**src/rtl/pattern_slot_table_core_macros.svh**
```systemverilog
// Assertion macros for the pattern slot table core.
// Included by files that check their own logic; no other dependencies.
`ifndef PATTERN_SLOT_TABLE_CORE_MACROS_SVH
`define PATTERN_SLOT_TABLE_CORE_MACROS_SVH
`ifndef SYNTHESIS
`define PST_ASSERT_IMP(lbl, clk, rst_n, ante, cons) \
  lbl: assert property (@(posedge clk) disable iff (!rst_n) (ante) |-> (cons)) \
    else $error("pst: assertion failed");
`define PST_ASSERT_NXT(lbl, clk, rst_n, ante, cons) \
  lbl: assert property (@(posedge clk) disable iff (!rst_n) (ante) |=> (cons)) \
    else $error("pst: assertion failed");
`else
`define PST_ASSERT_IMP(lbl, clk, rst_n, ante, cons)
`define PST_ASSERT_NXT(lbl, clk, rst_n, ante, cons)
`endif
`endif

```
**src/rtl/pst_pkg.sv**
```systemverilog
// Shared types, codes and defaults for the pattern slot table core.
// No dependencies.
package pst_pkg;

  localparam int SLOTS_DEF        = 128;
  localparam int PATTERN_BITS_DEF = 7;

  localparam logic [1:0] KIND_SCAN   = 2'd0;
  localparam logic [1:0] KIND_ENROLL = 2'd1;
  localparam logic [1:0] KIND_DELETE = 2'd2;

  localparam logic [2:0] ST_NO_FINGER = 3'd0;
  localparam logic [2:0] ST_NO_MATCH  = 3'd1;
  localparam logic [2:0] ST_MATCH     = 3'd2;
  localparam logic [2:0] ST_ENROLLED  = 3'd3;
  localparam logic [2:0] ST_SAME      = 3'd4;
  localparam logic [2:0] ST_DELETED   = 3'd5;
  localparam logic [2:0] ST_WAS_EMPTY = 3'd6;

  typedef struct packed {
    logic [1:0] kind;
    logic       finger_on;
    logic [6:0] pattern;
    logic [6:0] slot;
  } in_item_t;

  typedef struct packed {
    logic [2:0] status;
    logic [6:0] match_slot;
  } out_item_t;

  typedef enum logic [2:0] {
    CS_CLEAR,
    CS_IDLE,
    CS_SCAN,
    CS_ACCESS,
    CS_CHECK
  } ctrl_state_t;

  typedef struct packed {
    logic       load;
    logic       cnt_clr;
    logic       cnt_inc;
    logic       addr_cnt;
    logic       rd_en;
    logic       wr_en;
    logic       wr_used;
    logic       res_set;
    logic [2:0] res_status;
  } pst_cmd_t;

  typedef struct packed {
    logic pend;
    logic pend_last;
    logic cnt_last;
    logic used;
    logic same;
  } pst_stat_t;

endpackage

```
**src/rtl/pst_ram.sv**
```systemverilog
// Generic single-write, single-read RAM with registered read data.
// No dependencies.
module pst_ram #(
  parameter int WIDTH = 8,
  parameter int DEPTH = 128
) (
  input  logic                     clk,
  input  logic                     we,
  input  logic [$clog2(DEPTH)-1:0] waddr,
  input  logic [WIDTH-1:0]         wdata,
  input  logic                     re,
  input  logic [$clog2(DEPTH)-1:0] raddr,
  output logic [WIDTH-1:0]         rdata
);

  logic [WIDTH-1:0] mem [DEPTH];

  always_ff @(posedge clk) begin
    if (we) begin
      mem[waddr] <= wdata;
    end
    if (re) begin
      rdata <= mem[raddr];
    end
  end

endmodule

```
**src/rtl/pst_ctrl.sv**
```systemverilog
// Control FSM: clearing pass, request dispatch, scan walk, enroll/delete check.
// Depends on pst_pkg; drives pst_datapath through pst_cmd_t.
module pst_ctrl (
  input  logic               clk,
  input  logic               rst_n,
  input  logic               start,
  input  logic [1:0]         in_kind,
  input  logic               in_finger,
  input  pst_pkg::pst_stat_t stat,
  output pst_pkg::pst_cmd_t  cmd,
  output logic               busy
);
  import pst_pkg::*;

  ctrl_state_t state_r, state_nxt;
  logic        enroll_r, enroll_nxt;

  always_ff @(posedge clk) begin
    if (!rst_n) begin
      state_r  <= CS_CLEAR;
      enroll_r <= 1'b0;
    end else begin
      state_r  <= state_nxt;
      enroll_r <= enroll_nxt;
    end
  end

  // next state
  always_comb begin
    state_nxt  = state_r;
    enroll_nxt = enroll_r;
    case (state_r)
      CS_CLEAR: begin
        if (stat.cnt_last) state_nxt = CS_IDLE;
      end
      CS_IDLE: begin
        if (start) begin
          enroll_nxt = (in_kind == KIND_ENROLL);
          case (in_kind)
            KIND_SCAN:   if (in_finger) state_nxt = CS_SCAN;
            KIND_ENROLL: if (in_finger) state_nxt = CS_ACCESS;
            KIND_DELETE: state_nxt = CS_ACCESS;
            default:     state_nxt = CS_IDLE;
          endcase
        end
      end
      CS_SCAN: begin
        if (stat.pend && (stat.same || stat.pend_last)) state_nxt = CS_IDLE;
      end
      CS_ACCESS: state_nxt = CS_CHECK;
      CS_CHECK:  state_nxt = CS_IDLE;
      default:   state_nxt = CS_CLEAR;
    endcase
  end

  // outputs
  always_comb begin
    cmd  = '0;
    busy = (state_r != CS_IDLE);
    case (state_r)
      CS_CLEAR: begin
        cmd.wr_en    = 1'b1;
        cmd.wr_used  = 1'b0;
        cmd.addr_cnt = 1'b1;
        cmd.cnt_inc  = 1'b1;
      end
      CS_IDLE: begin
        if (start) begin
          cmd.load = 1'b1;
          case (in_kind)
            KIND_SCAN: begin
              if (in_finger) begin
                cmd.cnt_clr = 1'b1;
              end else begin
                cmd.res_set    = 1'b1;
                cmd.res_status = ST_NO_FINGER;
              end
            end
            KIND_ENROLL: begin
              if (!in_finger) begin
                cmd.res_set    = 1'b1;
                cmd.res_status = ST_NO_FINGER;
              end
            end
            default: cmd.load = 1'b1;
          endcase
        end
      end
      CS_SCAN: begin
        if (stat.pend && stat.same) begin
          cmd.res_set    = 1'b1;
          cmd.res_status = ST_MATCH;
        end else if (stat.pend && stat.pend_last) begin
          cmd.res_set    = 1'b1;
          cmd.res_status = ST_NO_MATCH;
        end else begin
          cmd.rd_en    = 1'b1;
          cmd.addr_cnt = 1'b1;
          cmd.cnt_inc  = 1'b1;
        end
      end
      CS_ACCESS: begin
        cmd.rd_en = 1'b1;
      end
      CS_CHECK: begin
        cmd.res_set = 1'b1;
        if (enroll_r) begin
          if (stat.same) begin
            cmd.res_status = ST_SAME;
          end else begin
            cmd.wr_en      = 1'b1;
            cmd.wr_used    = 1'b1;
            cmd.res_status = ST_ENROLLED;
          end
        end else begin
          if (!stat.used) begin
            cmd.res_status = ST_WAS_EMPTY;
          end else begin
            cmd.wr_en      = 1'b1;
            cmd.res_status = ST_DELETED;
          end
        end
      end
      default: cmd = '0;
    endcase
  end

endmodule

```
**src/rtl/pst_datapath.sv**
```systemverilog
// Datapath: request registers, slot counter, slot RAM, compare and result register.
// Depends on pst_pkg and pst_ram; controlled by pst_ctrl.
module pst_datapath #(
  parameter int SLOTS        = pst_pkg::SLOTS_DEF,
  parameter int PATTERN_BITS = pst_pkg::PATTERN_BITS_DEF
) (
  input  logic                clk,
  input  logic                rst_n,
  input  pst_pkg::in_item_t   in_item,
  input  pst_pkg::pst_cmd_t   cmd,
  output pst_pkg::pst_stat_t  stat,
  output logic                out_valid,
  output pst_pkg::out_item_t  out_item
);
  import pst_pkg::*;

  localparam int IDX_W  = $clog2(SLOTS);
  localparam int WORD_W = PATTERN_BITS + 1;
  localparam logic [IDX_W-1:0] LAST_IDX = IDX_W'(SLOTS - 1);

  logic [PATTERN_BITS-1:0] req_pat_r;
  logic [IDX_W-1:0]        req_idx_r;
  logic [IDX_W-1:0]        slot_idx;
  logic [IDX_W-1:0]        cnt_r, cnt_nxt;
  logic                    pend_r;
  logic [IDX_W-1:0]        pend_addr_r;
  logic [IDX_W-1:0]        addr;
  logic [WORD_W-1:0]       wdata;
  logic [WORD_W-1:0]       rdata;
  logic                    out_valid_r;
  out_item_t               out_item_r;

  // slot number saturates at the top slot
  always_comb begin
    if (32'(in_item.slot) > 32'(SLOTS - 1)) begin
      slot_idx = LAST_IDX;
    end else begin
      slot_idx = IDX_W'(in_item.slot);
    end
  end

  always_comb begin
    cnt_nxt = cnt_r;
    if (cmd.cnt_clr) begin
      cnt_nxt = '0;
    end else if (cmd.cnt_inc) begin
      cnt_nxt = cnt_r + 1'b1;
    end
  end

  always_ff @(posedge clk) begin
    if (cmd.load) begin
      req_pat_r <= PATTERN_BITS'(in_item.pattern);
      req_idx_r <= slot_idx;
    end
    if (cmd.rd_en) begin
      pend_addr_r <= addr;
    end
    if (cmd.res_set) begin
      out_item_r.status     <= cmd.res_status;
      out_item_r.match_slot <= (cmd.res_status == ST_MATCH) ? 7'(pend_addr_r) : 7'd0;
    end
  end

  always_ff @(posedge clk) begin
    if (!rst_n) begin
      cnt_r       <= '0;
      pend_r      <= 1'b0;
      out_valid_r <= 1'b0;
    end else begin
      cnt_r       <= cnt_nxt;
      pend_r      <= cmd.rd_en;
      out_valid_r <= cmd.res_set;
    end
  end

  assign addr  = cmd.addr_cnt ? cnt_r : req_idx_r;
  assign wdata = cmd.wr_used ? {1'b1, req_pat_r} : '0;

  pst_ram #(
    .WIDTH(WORD_W),
    .DEPTH(SLOTS)
  ) u_slot_ram (
    .clk  (clk),
    .we   (cmd.wr_en),
    .waddr(addr),
    .wdata(wdata),
    .re   (cmd.rd_en),
    .raddr(addr),
    .rdata(rdata)
  );

  assign stat.pend      = pend_r;
  assign stat.pend_last = (pend_addr_r == LAST_IDX);
  assign stat.cnt_last  = (cnt_r == LAST_IDX);
  assign stat.used      = rdata[WORD_W-1];
  assign stat.same      = rdata[WORD_W-1] && (rdata[PATTERN_BITS-1:0] == req_pat_r);

  assign out_valid = out_valid_r;
  assign out_item  = out_item_r;

endmodule

```
**src/rtl/pattern_slot_table_core.sv**
```systemverilog
// Pattern slot table: a scan reads the slots in order and strobes on the first hit or after the last slot.
// Enroll/delete strobe after the ACCESS and CHECK states; no-finger scan/enroll requests strobe the next cycle.
// One item at a time: busy falls during the strobe cycle; a no-finger request never raises it.
// Scan time is set by the walk through the slot RAM, one read port, one slot per cycle.
// Reset (synchronous, active low) starts a clearing pass that writes every slot empty, with busy high.
// Results cannot be stalled. Depends on pst_pkg, pst_ctrl, pst_datapath, macros header.
`include "pattern_slot_table_core_macros.svh"
module pattern_slot_table_core #(
  parameter int SLOTS        = pst_pkg::SLOTS_DEF,
  parameter int PATTERN_BITS = pst_pkg::PATTERN_BITS_DEF
) (
  input  logic               clk,
  input  logic               rst_n,
  input  logic               start,
  output logic               busy,
  input  pst_pkg::in_item_t  in_item,
  output logic               out_valid,
  output pst_pkg::out_item_t out_item
);
  import pst_pkg::*;

  pst_cmd_t  cmd;
  pst_stat_t stat;

  pst_ctrl u_ctrl (
    .clk      (clk),
    .rst_n    (rst_n),
    .start    (start),
    .in_kind  (in_item.kind),
    .in_finger(in_item.finger_on),
    .stat     (stat),
    .cmd      (cmd),
    .busy     (busy)
  );

  pst_datapath #(
    .SLOTS       (SLOTS),
    .PATTERN_BITS(PATTERN_BITS)
  ) u_datapath (
    .clk      (clk),
    .rst_n    (rst_n),
    .in_item  (in_item),
    .cmd      (cmd),
    .stat     (stat),
    .out_valid(out_valid),
    .out_item (out_item)
  );

  `PST_ASSERT_NXT(a_unused_kind_silent, clk, rst_n, start && !busy && in_item.kind != KIND_SCAN && in_item.kind != KIND_ENROLL && in_item.kind != KIND_DELETE, !out_valid)
  `PST_ASSERT_NXT(a_no_finger_fast, clk, rst_n, start && !busy && !in_item.finger_on && (in_item.kind == KIND_SCAN || in_item.kind == KIND_ENROLL), out_valid && out_item.status == ST_NO_FINGER)
  `PST_ASSERT_IMP(a_slot_only_on_match, clk, rst_n, out_valid && out_item.status != ST_MATCH, out_item.match_slot == 7'd0)
  `PST_ASSERT_IMP(a_write_while_busy, clk, rst_n, cmd.wr_en, busy)

endmodule
```
**config.mk**
```make
export PLATFORM = sky130hd
export DESIGN_NAME = pattern_slot_table_core
export DESIGN_NICKNAME = d
export VERILOG_FILES = /design/src/rtl/pst_pkg.sv /design/src/rtl/pst_ram.sv /design/src/rtl/pst_ctrl.sv /design/src/rtl/pst_datapath.sv /design/src/rtl/pattern_slot_table_core.sv
export VERILOG_INCLUDE_DIRS = /design/src /design/src/rtl
export SDC_FILE = /design/constraint.sdc
export NUM_CORES = 1
export LEC_CHECK = 0
export BUFFER_PORTS_ARGS = -buffer_cell sky130_fd_sc_hd__buf_2
export CAP_MARGIN = 25
export CORE_MARGIN = 4
export CORE_UTILIZATION = 25
export CTS_CLUSTER_SIZE = 40
export DETAILED_ROUTE_END_ITERATION = 6
export PLACE_DENSITY = 0.45
export SYNTH_ARGS = -nofsm -noshare
export SYNTH_HDL_FRONTEND = slang
export SYNTH_SLANG_ARGS = --single-unit
```
**constraint.sdc**
```tcl
create_clock -name clk -period 11.2 [get_ports clk]
set_input_delay 2.24 -clock clk [delete_from_list [all_inputs] [get_ports clk]]
set_output_delay 2.24 -clock clk [all_outputs]
set_load 0.02 [all_outputs]
```
# Word level (Yosys, flattened, before mapping)
# Memory sizes are Yosys's and may differ from the RTL's. A register that Yosys moved wholly into a read port is not among the register bits.
# Index checks and enable logic that the tools add are counted.
[word_totals] mem_bits_rw=1024 word_cells=73 output_inout_bits=12 n_memories=1 register_bits=44
[memory_table] memory="u_datapath.u_slot_ram.mem" words=128 width=8 read_ports=1 rd_ports_with_merged_regs=1 wr=1 line="pst_ram.sv:16" text="logic [WIDTH-1:0] mem [DEPTH];"
[op_classes] n_bitwise=1 n_addsub=1 eq_ne=16 n_reduce_logical=11 n_mux=33
[op_table] op="$mux 3" count=9
[op_table] op="$mux 4" count=5
[op_table] op="$pmux 3 s5" count=1
[op_table] op="$eq 7x7->1 const B" count=2
[op_table] op="$pmux 4 s3" count=1
[op_table] op="$eq 3x2->1 const B" count=3
[op_table] op="$pmux 3 s3" count=1
[op_table] op="$mux 2" count=4
[op_table] op="$mux 8" count=1
[op_table] op="$pmux 2 s2" count=2
[op_table] op="$add 7x1->7 const B" count=1
[op_table] op="$eq 7x7->1" count=1
[op_table] op="$mux 1" count=7
[op_table] op="$mux 7" count=1
[op_table] op="$ne 3x3->1 const B" count=2
[op_table] op="$reduce_and 5->1" count=1
[op_table] op="$logic_and 1x1->1" count=4
[op_table] op="$ne 2x2->1 const B" count=2
[op_table] op="$reduce_or 2->1" count=2
[op_table] op="$eq 3x1->1 const B" count=1
[op_table] op="$eq 3x3->1 const B" count=1
[op_table] op="$logic_not 3->1" count=1
[op_table] op="$ne 3x1->1 const B" count=1
[op_table] op="$eq 2x1->1 const B" count=1
[op_table] op="7 further kinds" count=7

# Longest topological paths before layout
# Gate-level depths: netlist (run 1).
[depth] word_depth=7 ltp_mapped=13

# Modules after synthesis
# A second synthesis (run 1) with hierarchy kept.
[unflattened] hier_cells=1789 hier_area_um2=41718.8
[by_module_without_submodules] mod="pst_ram" n_inst=1 cells_each=1635 area_each_um2=39745.6 seq_area_each_um2=30989.7
[by_module_without_submodules] mod="pst_datapath" n_inst=1 cells_each=104 area_each_um2=1556.5 seq_area_each_um2=1111.1
[by_module_without_submodules] mod="pst_ctrl" n_inst=1 cells_each=50 area_each_um2=416.6 seq_area_each_um2=80.1

# Least setup slack after synthesis (run 1)
# OpenSTA, ideal clock, no wires.
[synth_timing] path_kind="reg-to-reg" from="register u_datapath.req_pat_r[3]" to="memory u_datapath.u_slot_ram.mem[0][3], data pin" setup_slack_ns=4.670 path_stages_with_launch=7 arrival_ns=5.996 cell_sequence="edfxtp_1 -> nand2b_1 -> and3_1 -> nand4_1 -> nand2_1 -> nor2_1 -> and2_1"
[synth_rtl] item="start, declared" line="pst_datapath.sv:21" text="logic [PATTERN_BITS-1:0] req_pat_r;"
[synth_rtl] item="start signal, assigned" line="pst_datapath.sv:53" text="req_pat_r <= PATTERN_BITS'(in_item.pattern);"
[synth_rtl] item="end, declared" line="pst_ram.sv:16"

# Final worst setup path (run 1)
[layout_timing] from="register u_datapath.req_pat_r[0]" to="register u_datapath.u_slot_ram.rdata[4] (read register of u_datapath.u_slot_ram.mem), data pin"
[layout_between] elab_chain_len=6 word_cells_on_any_way=7 classes_between="eq/ne: 1; mux: 4; reduce/logical: 2"
[layout_lines] item="$eq 7x7->1 (*)" line="pst_datapath.sv:97" text="assign stat.same = rdata[WORD_W-1] && (rdata[PATTERN_BITS-1:0] == req_pat_r);"
[layout_lines] item="$logic_and 1x1->1 (*)" line="pst_datapath.sv:97"
[layout_lines] item="$logic_and 1x1->1 (*)" line="pst_ctrl.sv:90" text="if (stat.pend && stat.same) begin"
[layout_lines] item="$mux 3 (*)" line="pst_ctrl.sv:90"
[layout_lines] item="$pmux 2 s2" line="pst_ctrl.sv:60" text="case (state_r)"
[layout_lines] item="$mux 7" line="pst_datapath.sv:77" text="assign addr = cmd.addr_cnt ? cnt_r : req_idx_r;"
[layout_lines] item="end, declared" line="pst_ram.sv:13" text="output logic [WIDTH-1:0] rdata"
# Every way passes the cells marked *; elsewhere a longest branch is shown, timed or not.
# A chain may end at the register's enable or synchronous reset.

==> out/results.txt, run 1 <==
Congestion Overflow GR: 0
drc violations: 2
num ports: 32
vias per inst: 5.068
WP data arrival: 6.12 ns
Ys Warns: 0
CTS resizes: 0
Post-Place Cell Area: 42500 sq um
die width: 407.9 um
CTS Root Buffer Type: clkbuf_16
Worst setup SP type: flip-flop
DR pass1 iterations: 7
CTS H-tree lvls: 3
maxcap violations: 0
initial antenna violation count: 3
ANT cells: 0
mapped cell area: 39980 sq um
hold_buf cts: 0
clock slew at reported path FFs: 0.06 ns
status: complete, but fails checks
Crit Path Category: reg2reg
WL final: 113100 um
Async SR Flop Fraction: 0
final worst path period need: 5.649 ns
largest net degree at the start of global routing: 85
vias: 22563
port bufs: 31
max-slew violations: 0
RSZ-0062 raised after global routing: no
Initial Util: 0.2519
routed wire length per instance: 25.41 um
violated checks: DRC
Clock Latency Late Sink: 0.70 ns
Starting DRT DRC Count: 3002
maximum vdd drop: 0.1166 mV
CTS Buffer Depth: 3
most frequent cells in the layout: edfxtp_1 (1063), a222oi_1 (206), nor2_1 (156)
Syn Inst Count: 2267
DIE HEIGHT: 407.9 um
top cell type's share of synthesized area: 0.7983
synth unique cells: 56
CTS buffer count: 108
Setup TNS: 0 ns
Area Overhead vs Synth: 15.03%
Leakage Power: 0.01393 uW
core area: 158700 sq um
Cell Pwr Density: 179.5 nW/um^2
Critical Path RT: 11.67 ns
final hold vios: 0
CTS tree: built
leading area contributor after synthesis: edfxtp_1
syn nets: 2288
layout cell share with drive strength beyond 1: 0.1235
Setup Buffers After CTS: 0
Tot Pwr: 8253 uW
vias in the first global route: 22306
crit-path max FO: 75
first-pass GRT wire length: 161600 um
Detail Route Antenna Nets: 0
gr usage total: 0.1306
DP Wirelength: 65730 um
Tcrit/Tclk final: 0.5044
# clock sinks: 1076
HP Class: reg2reg
num rows: 146
nets@finish: 2308
Final setup viols: 0
element type at the critical path end: flip-flop
ys flop type: edfxtp_1
Seq/Total Area, Yosys: 0.8049
Yosys reg bits: 1076
number of synthesized flops with an enable pin: 1063
Synth Area per Inst: 17.64 sq um
commonest non-fill, non-tap cell in the layout: edfxtp_1
top cells by area, synth: edfxtp_1 (80%), a222oi_1 (5.2%), a22oi_1 (2.1%)
Slew @ Worst Pin: 1.124 ns
final RePlAce weighted congestion: 0.8329
Slew headroom: 0.2508
fin area: 45990 sq um
clk_skew: 0.03592 ns
Peak Freq: 177.0 MHz
DIE AREA: 166400 sq um
-- cells in the mapped netlist (all sizes together) (20+ instances only) --
cell type	instances
clkbuf	100
nor4	43
a222oi	206
a221oi	20
edfxtp	1063
nor2	158
buf	66
a22oi	113
a31oi	120
a22o	34
nand3	49
nand2	73
a21oi	37
-- worst paths after layout --
kind                                  start                              to  slack (ns)  cells after the start
setup / recovery    u_datapath.req_pat_r[0]  u_datapath.u_slot_ram.rdata[4]        5.55                     11
hold / removal    u_datapath.pend_addr_r[1]          u_datapath.out_item[1]        0.56                      1
setup reg to reg    u_datapath.req_pat_r[0]  u_datapath.u_slot_ram.rdata[4]        5.55                     11
hold reg to reg   u_datapath.pend_addr_r[1]          u_datapath.out_item[1]        0.56                      1
-- critical path, stage by stage, from the launching register on --
cell and delay, ns:
edfxtp_1 0.43, xor2_1 0.19, nor4_2 0.60, a31o_1 0.64, a21o_1 0.20, buf_4 0.32
a41o_4 0.77, buf_4 0.88, a222oi_1 0.26, a31oi_1 0.41, nor4_1 0.23, nor4_1 0.40
-- per-stage QoR --
stage          cells  worst slack (ns)  utilization  hold slack (ns)
6_report        4452             5.551       0.2897           0.5638
5_1_grt         4452             5.327       0.2897           0.5877
4_1_cts         4450             5.550       0.2895           0.5653
3_5_place_dp    4247             5.590       0.2677           0.5543
3_3_place_gp    4242             5.129       0.2672           0.5248
2_1_floorplan   2267             4.670            -           0.4769
-- cell families after synthesis --
family	synth area share
multiplexers	0.003161
AND/OR/NAND/NOR	0.04829
buffers and inverters	0.02012
adder cells (fa/ha/maj)	0.0003129
XOR/XNOR	0.002629
AO/OA/AOI/OAI	0.1206
flip-flops	0.8049
-- layout make-up --
cell class                 instances  area (sq um)
clock buffer                     132          2813
clock inverter                    71         651.9
fill                           15464        112800
inverter                           7         26.28
multi-input combinational       1018          7214
sequential                      1076         32180
tap                             2072          2592
timing repair buffer              76         513.0
-- report_power, final --
group          total [uW]  switching (uW)  leakage [uW]  internal [uW]
Sequential           4370            4.97        0.0101           4370
Combinational         356             258       0.00214           97.6
Clock                3520            1520       0.00168           2000
Total                8250            1790        0.0139           6470
-- per-layer routing --
metal | part of all wire | global-route usage
met1 | 0.43 | 0.1818
met2 | 0.48 | 0.2129
met3 | 0.071 | 0.02203
met4 | 0.019 | 0.03134
met5 | 0.00011 | 0
-- flip-flops by register name (all words and copies together), names as in the netlist --
signal,cells
u_datapath.u_slot_ram.rdata,8
u_datapath.req_pat_r,7
u_datapath.pend_addr_r,7
u_ctrl.state_r,3
u_datapath.out_valid,1
u_datapath.u_slot_ram.mem,1024
u_ctrl.enroll_r,1
u_datapath.cnt_r,7
u_datapath.req_idx_r,7
u_datapath.pend_r,1
u_datapath.out_item,10
(Power assumes the default switching activity.)
==> inputs of run 2 (changes only) <==
clock period = 5.85 ns   (was 11.2 ns; I/O delays follow)
==> run 2 against run 1 <==
Net effect:
- worst setup slack got worse by 5.0 ns
- combinational power increased by 87%
- clock-buffer cell count increased by 6
- sequential share of layout area decreased by 1.1 points
- critical path type unchanged
- the run still ends with DRC left
- global-route usage increased by 0.65 points
- critical path depth unchanged
- core utilization increased by 0.48 points
- wire length increased by 4.3%
==> out/results.txt, run 2 (synthesized netlist as in run 1, its figures left out) <==
status: complete, but fails checks (unchanged)
violated checks: DRC (unchanged)
first-pass GRT wire length: 169400 um (was 161600 um)
most frequent cells in the layout: edfxtp_1 (1063), a222oi_1 (206), nor2_1 (156) (unchanged)
Min-Delay Endpoint: u_datapath.out_item[4] (was u_datapath.out_item[1])
CTS resizes: 0 (unchanged)
Initial Util: 0.2519 (unchanged)
Critical Path RT: 6.30 ns (was 11.67 ns)
drc violations: 5 (was 2)
clock slew at reported path FFs: 0.06 ns (about the same)
Tot Pwr: 16210 uW (was 8253 uW)
layout cell share with drive strength beyond 1: 0.1389 (was 0.1235)
Peak Freq: 188.8 MHz (was 177.0 MHz)
Tcrit/Tclk final: 0.9056 (was 0.5044)
Non-Filler Instances: 4513 (was 4452)
num rows: 146 (unchanged)
port bufs: 31 (unchanged)
Worst setup SP type: flip-flop (unchanged)
nets@finish: 2362 (was 2308)
WP data arrival: 5.75 ns (was 6.12 ns)
maxcap violations: 0 (unchanged)
RSZ-0062 raised after global routing: no (unchanged)
Leakage Power: 0.01432 uW (was 0.01393 uW)
Slew headroom: 0.2823 (was 0.2508)
HP Class: reg2reg (unchanged)
commonest non-fill, non-tap cell in the layout: edfxtp_1 (unchanged)
CTS buffer count: 116 (was 108)
Area Overhead vs Synth: 16.92% (was 15.03%)
# clock sinks: 1076 (unchanged)
Critical R2R Launch: u_datapath.req_pat_r[0] (unchanged)
Worst Hold Depth: 1 (unchanged)
Setup Buffers After CTS: 0 (unchanged)
crit-path max FO: 22 (was 75)
maximum vdd drop: 0.2429 mV (was 0.1166 mV)
CTS H-tree lvls: 3 (unchanged)
CTS Root Buffer Type: clkbuf_16 (unchanged)
largest net degree at the start of global routing: 95 (was 85)
vias in the first global route: 22844 (was 22306)
R2R setup slack: 0.55 ns (was 5.55 ns)
Setup TNS: 0 ns (unchanged)
vias per inst: 5.141 (was 5.068)
CTS tree: built (unchanged)
Largest Register: u_datapath.u_slot_ram.mem (unchanged)
initial antenna violation count: 5 (was 3)
final RePlAce weighted congestion: 0.8361 (was 0.8329)
R2R cell count: 11 (unchanged)
Detail Route Antenna Nets: 0 (unchanged)
DR pass1 iterations: 7 (unchanged)
DIE HEIGHT: 407.9 um (unchanged)
Placed Cells: 4290 (was 4247)
Hold Slack: 0.5631 ns (was 0.5638 ns)
CTS Buffer Depth: 3 (unchanged)
routed wire length per instance: 26.14 um (was 25.41 um)
Crit Path Category: reg2reg (unchanged)
Cell Pwr Density: 346.7 nW/um^2 (was 179.5 nW/um^2)
Clock Latency Late Sink: 0.75 ns (was 0.70 ns)
element type at the critical path end: flip-flop (unchanged)
final worst path period need: 5.297 ns (was 5.649 ns)
Congestion Overflow GR: 0 (unchanged)
HP Start: u_datapath.pend_addr_r[4] (was u_datapath.pend_addr_r[1])
clk_skew: 0.05836 ns (was 0.03592 ns)
Final setup viols: 0 (unchanged)
hold_buf cts: 0 (unchanged)
num ports: 32 (unchanged)
final hold vios: 0 (unchanged)
gr usage total: 0.1370 (was 0.1306)
core area: 158700 sq um (unchanged)
Starting DRT DRC Count: 3698 (was 3002)
Critical R2R Capture: u_datapath.u_slot_ram.rdata[2] (was u_datapath.u_slot_ram.rdata[4])
max-slew violations: 0 (unchanged)
Slew @ Worst Pin: 1.077 ns (was 1.124 ns)
max reg flops: 1024 (unchanged)
WL final: 118000 um (was 113100 um)
die width: 407.9 um (unchanged)
DP Wirelength: 71930 um (was 65730 um)
vias: 23203 (was 22563)
DIE AREA: 166400 sq um (unchanged)
## run 2: final cells by class
cell class              instances  area [sq um]
inverters                       7         26.28
flip-flops and latches       1076         32180
clock buffers                 138          2985
diodes                          1         2.502
well taps                    2072          2592
repair buffers                122          1056
clock inverters                79         754.5
fillers                     15481        112000
multi-input cells            1018          7149
## run 2: stage by stage
stage / utilization / area, sq um / setup WS (ns)
after floorplan: - / 39990 / 0.5687
after CTS: 0.2941 / 46690 / 0.6509
after global placement: 0.2702 / 42890 / 0.3548
after global routing: 0.2945 / 46740 / 0.4684
after detailed placement: 0.2705 / 42950 / 0.6930
final: 0.2945 / 46750 / 0.5525
## run 2: how the worst max path moves through the flow
stage                                  startpoint  cells past startpoint  slack [ns]                               to
after floorplan           u_datapath.req_pat_r[3]                      6        0.57  u_datapath.u_slot_ram.mem[0][3]
after global placement    u_datapath.req_pat_r[0]                     10        0.35   u_datapath.u_slot_ram.rdata[6]
after detailed placement  u_datapath.req_pat_r[0]                     11        0.69   u_datapath.u_slot_ram.rdata[2]
after CTS                 u_datapath.req_pat_r[0]                     11        0.65   u_datapath.u_slot_ram.rdata[2]
after global routing      u_datapath.req_pat_r[0]                     11        0.47   u_datapath.u_slot_ram.rdata[2]
final                     u_datapath.req_pat_r[0]                     11        0.55   u_datapath.u_slot_ram.rdata[2]
## run 2: worst max-delay path, stage by stage (launching register included)
cell and delay (ns):
edfxtp_1 0.43, xor2_1 0.20, nor4_2 0.70, a31o_1 0.62
a21o_1 0.28, buf_4 0.31, mux2_2 0.48, nor2_1 0.78
a41oi_1 0.20, nor4_1 0.66, buf_4 0.27, nor4_1 0.06
## run 2: power breakdown
group | switching [uW] | total [uW] | leakage (uW) | internal (uW)
sequential | 9.74 | 8380 | 0.0101 | 8370
clock | 3070 | 7170 | 0.00182 | 4100
combinational | 468 | 664 | 0.00242 | 197
## run 2: per-layer routing
metal | share of wire | up-vias | global-route usage | wire, um
met5 | 0.00011 | - | 0 | 13
met4 | 0.021 | 2 | 0.03159 | 2488
met3 | 0.073 | 181 | 0.02303 | 8635
met2 | 0.47 | 1122 | 0.2195 | 55390
met1 | 0.44 | 12107 | 0.1946 | 51440
li1 | - | 9791 | - | -
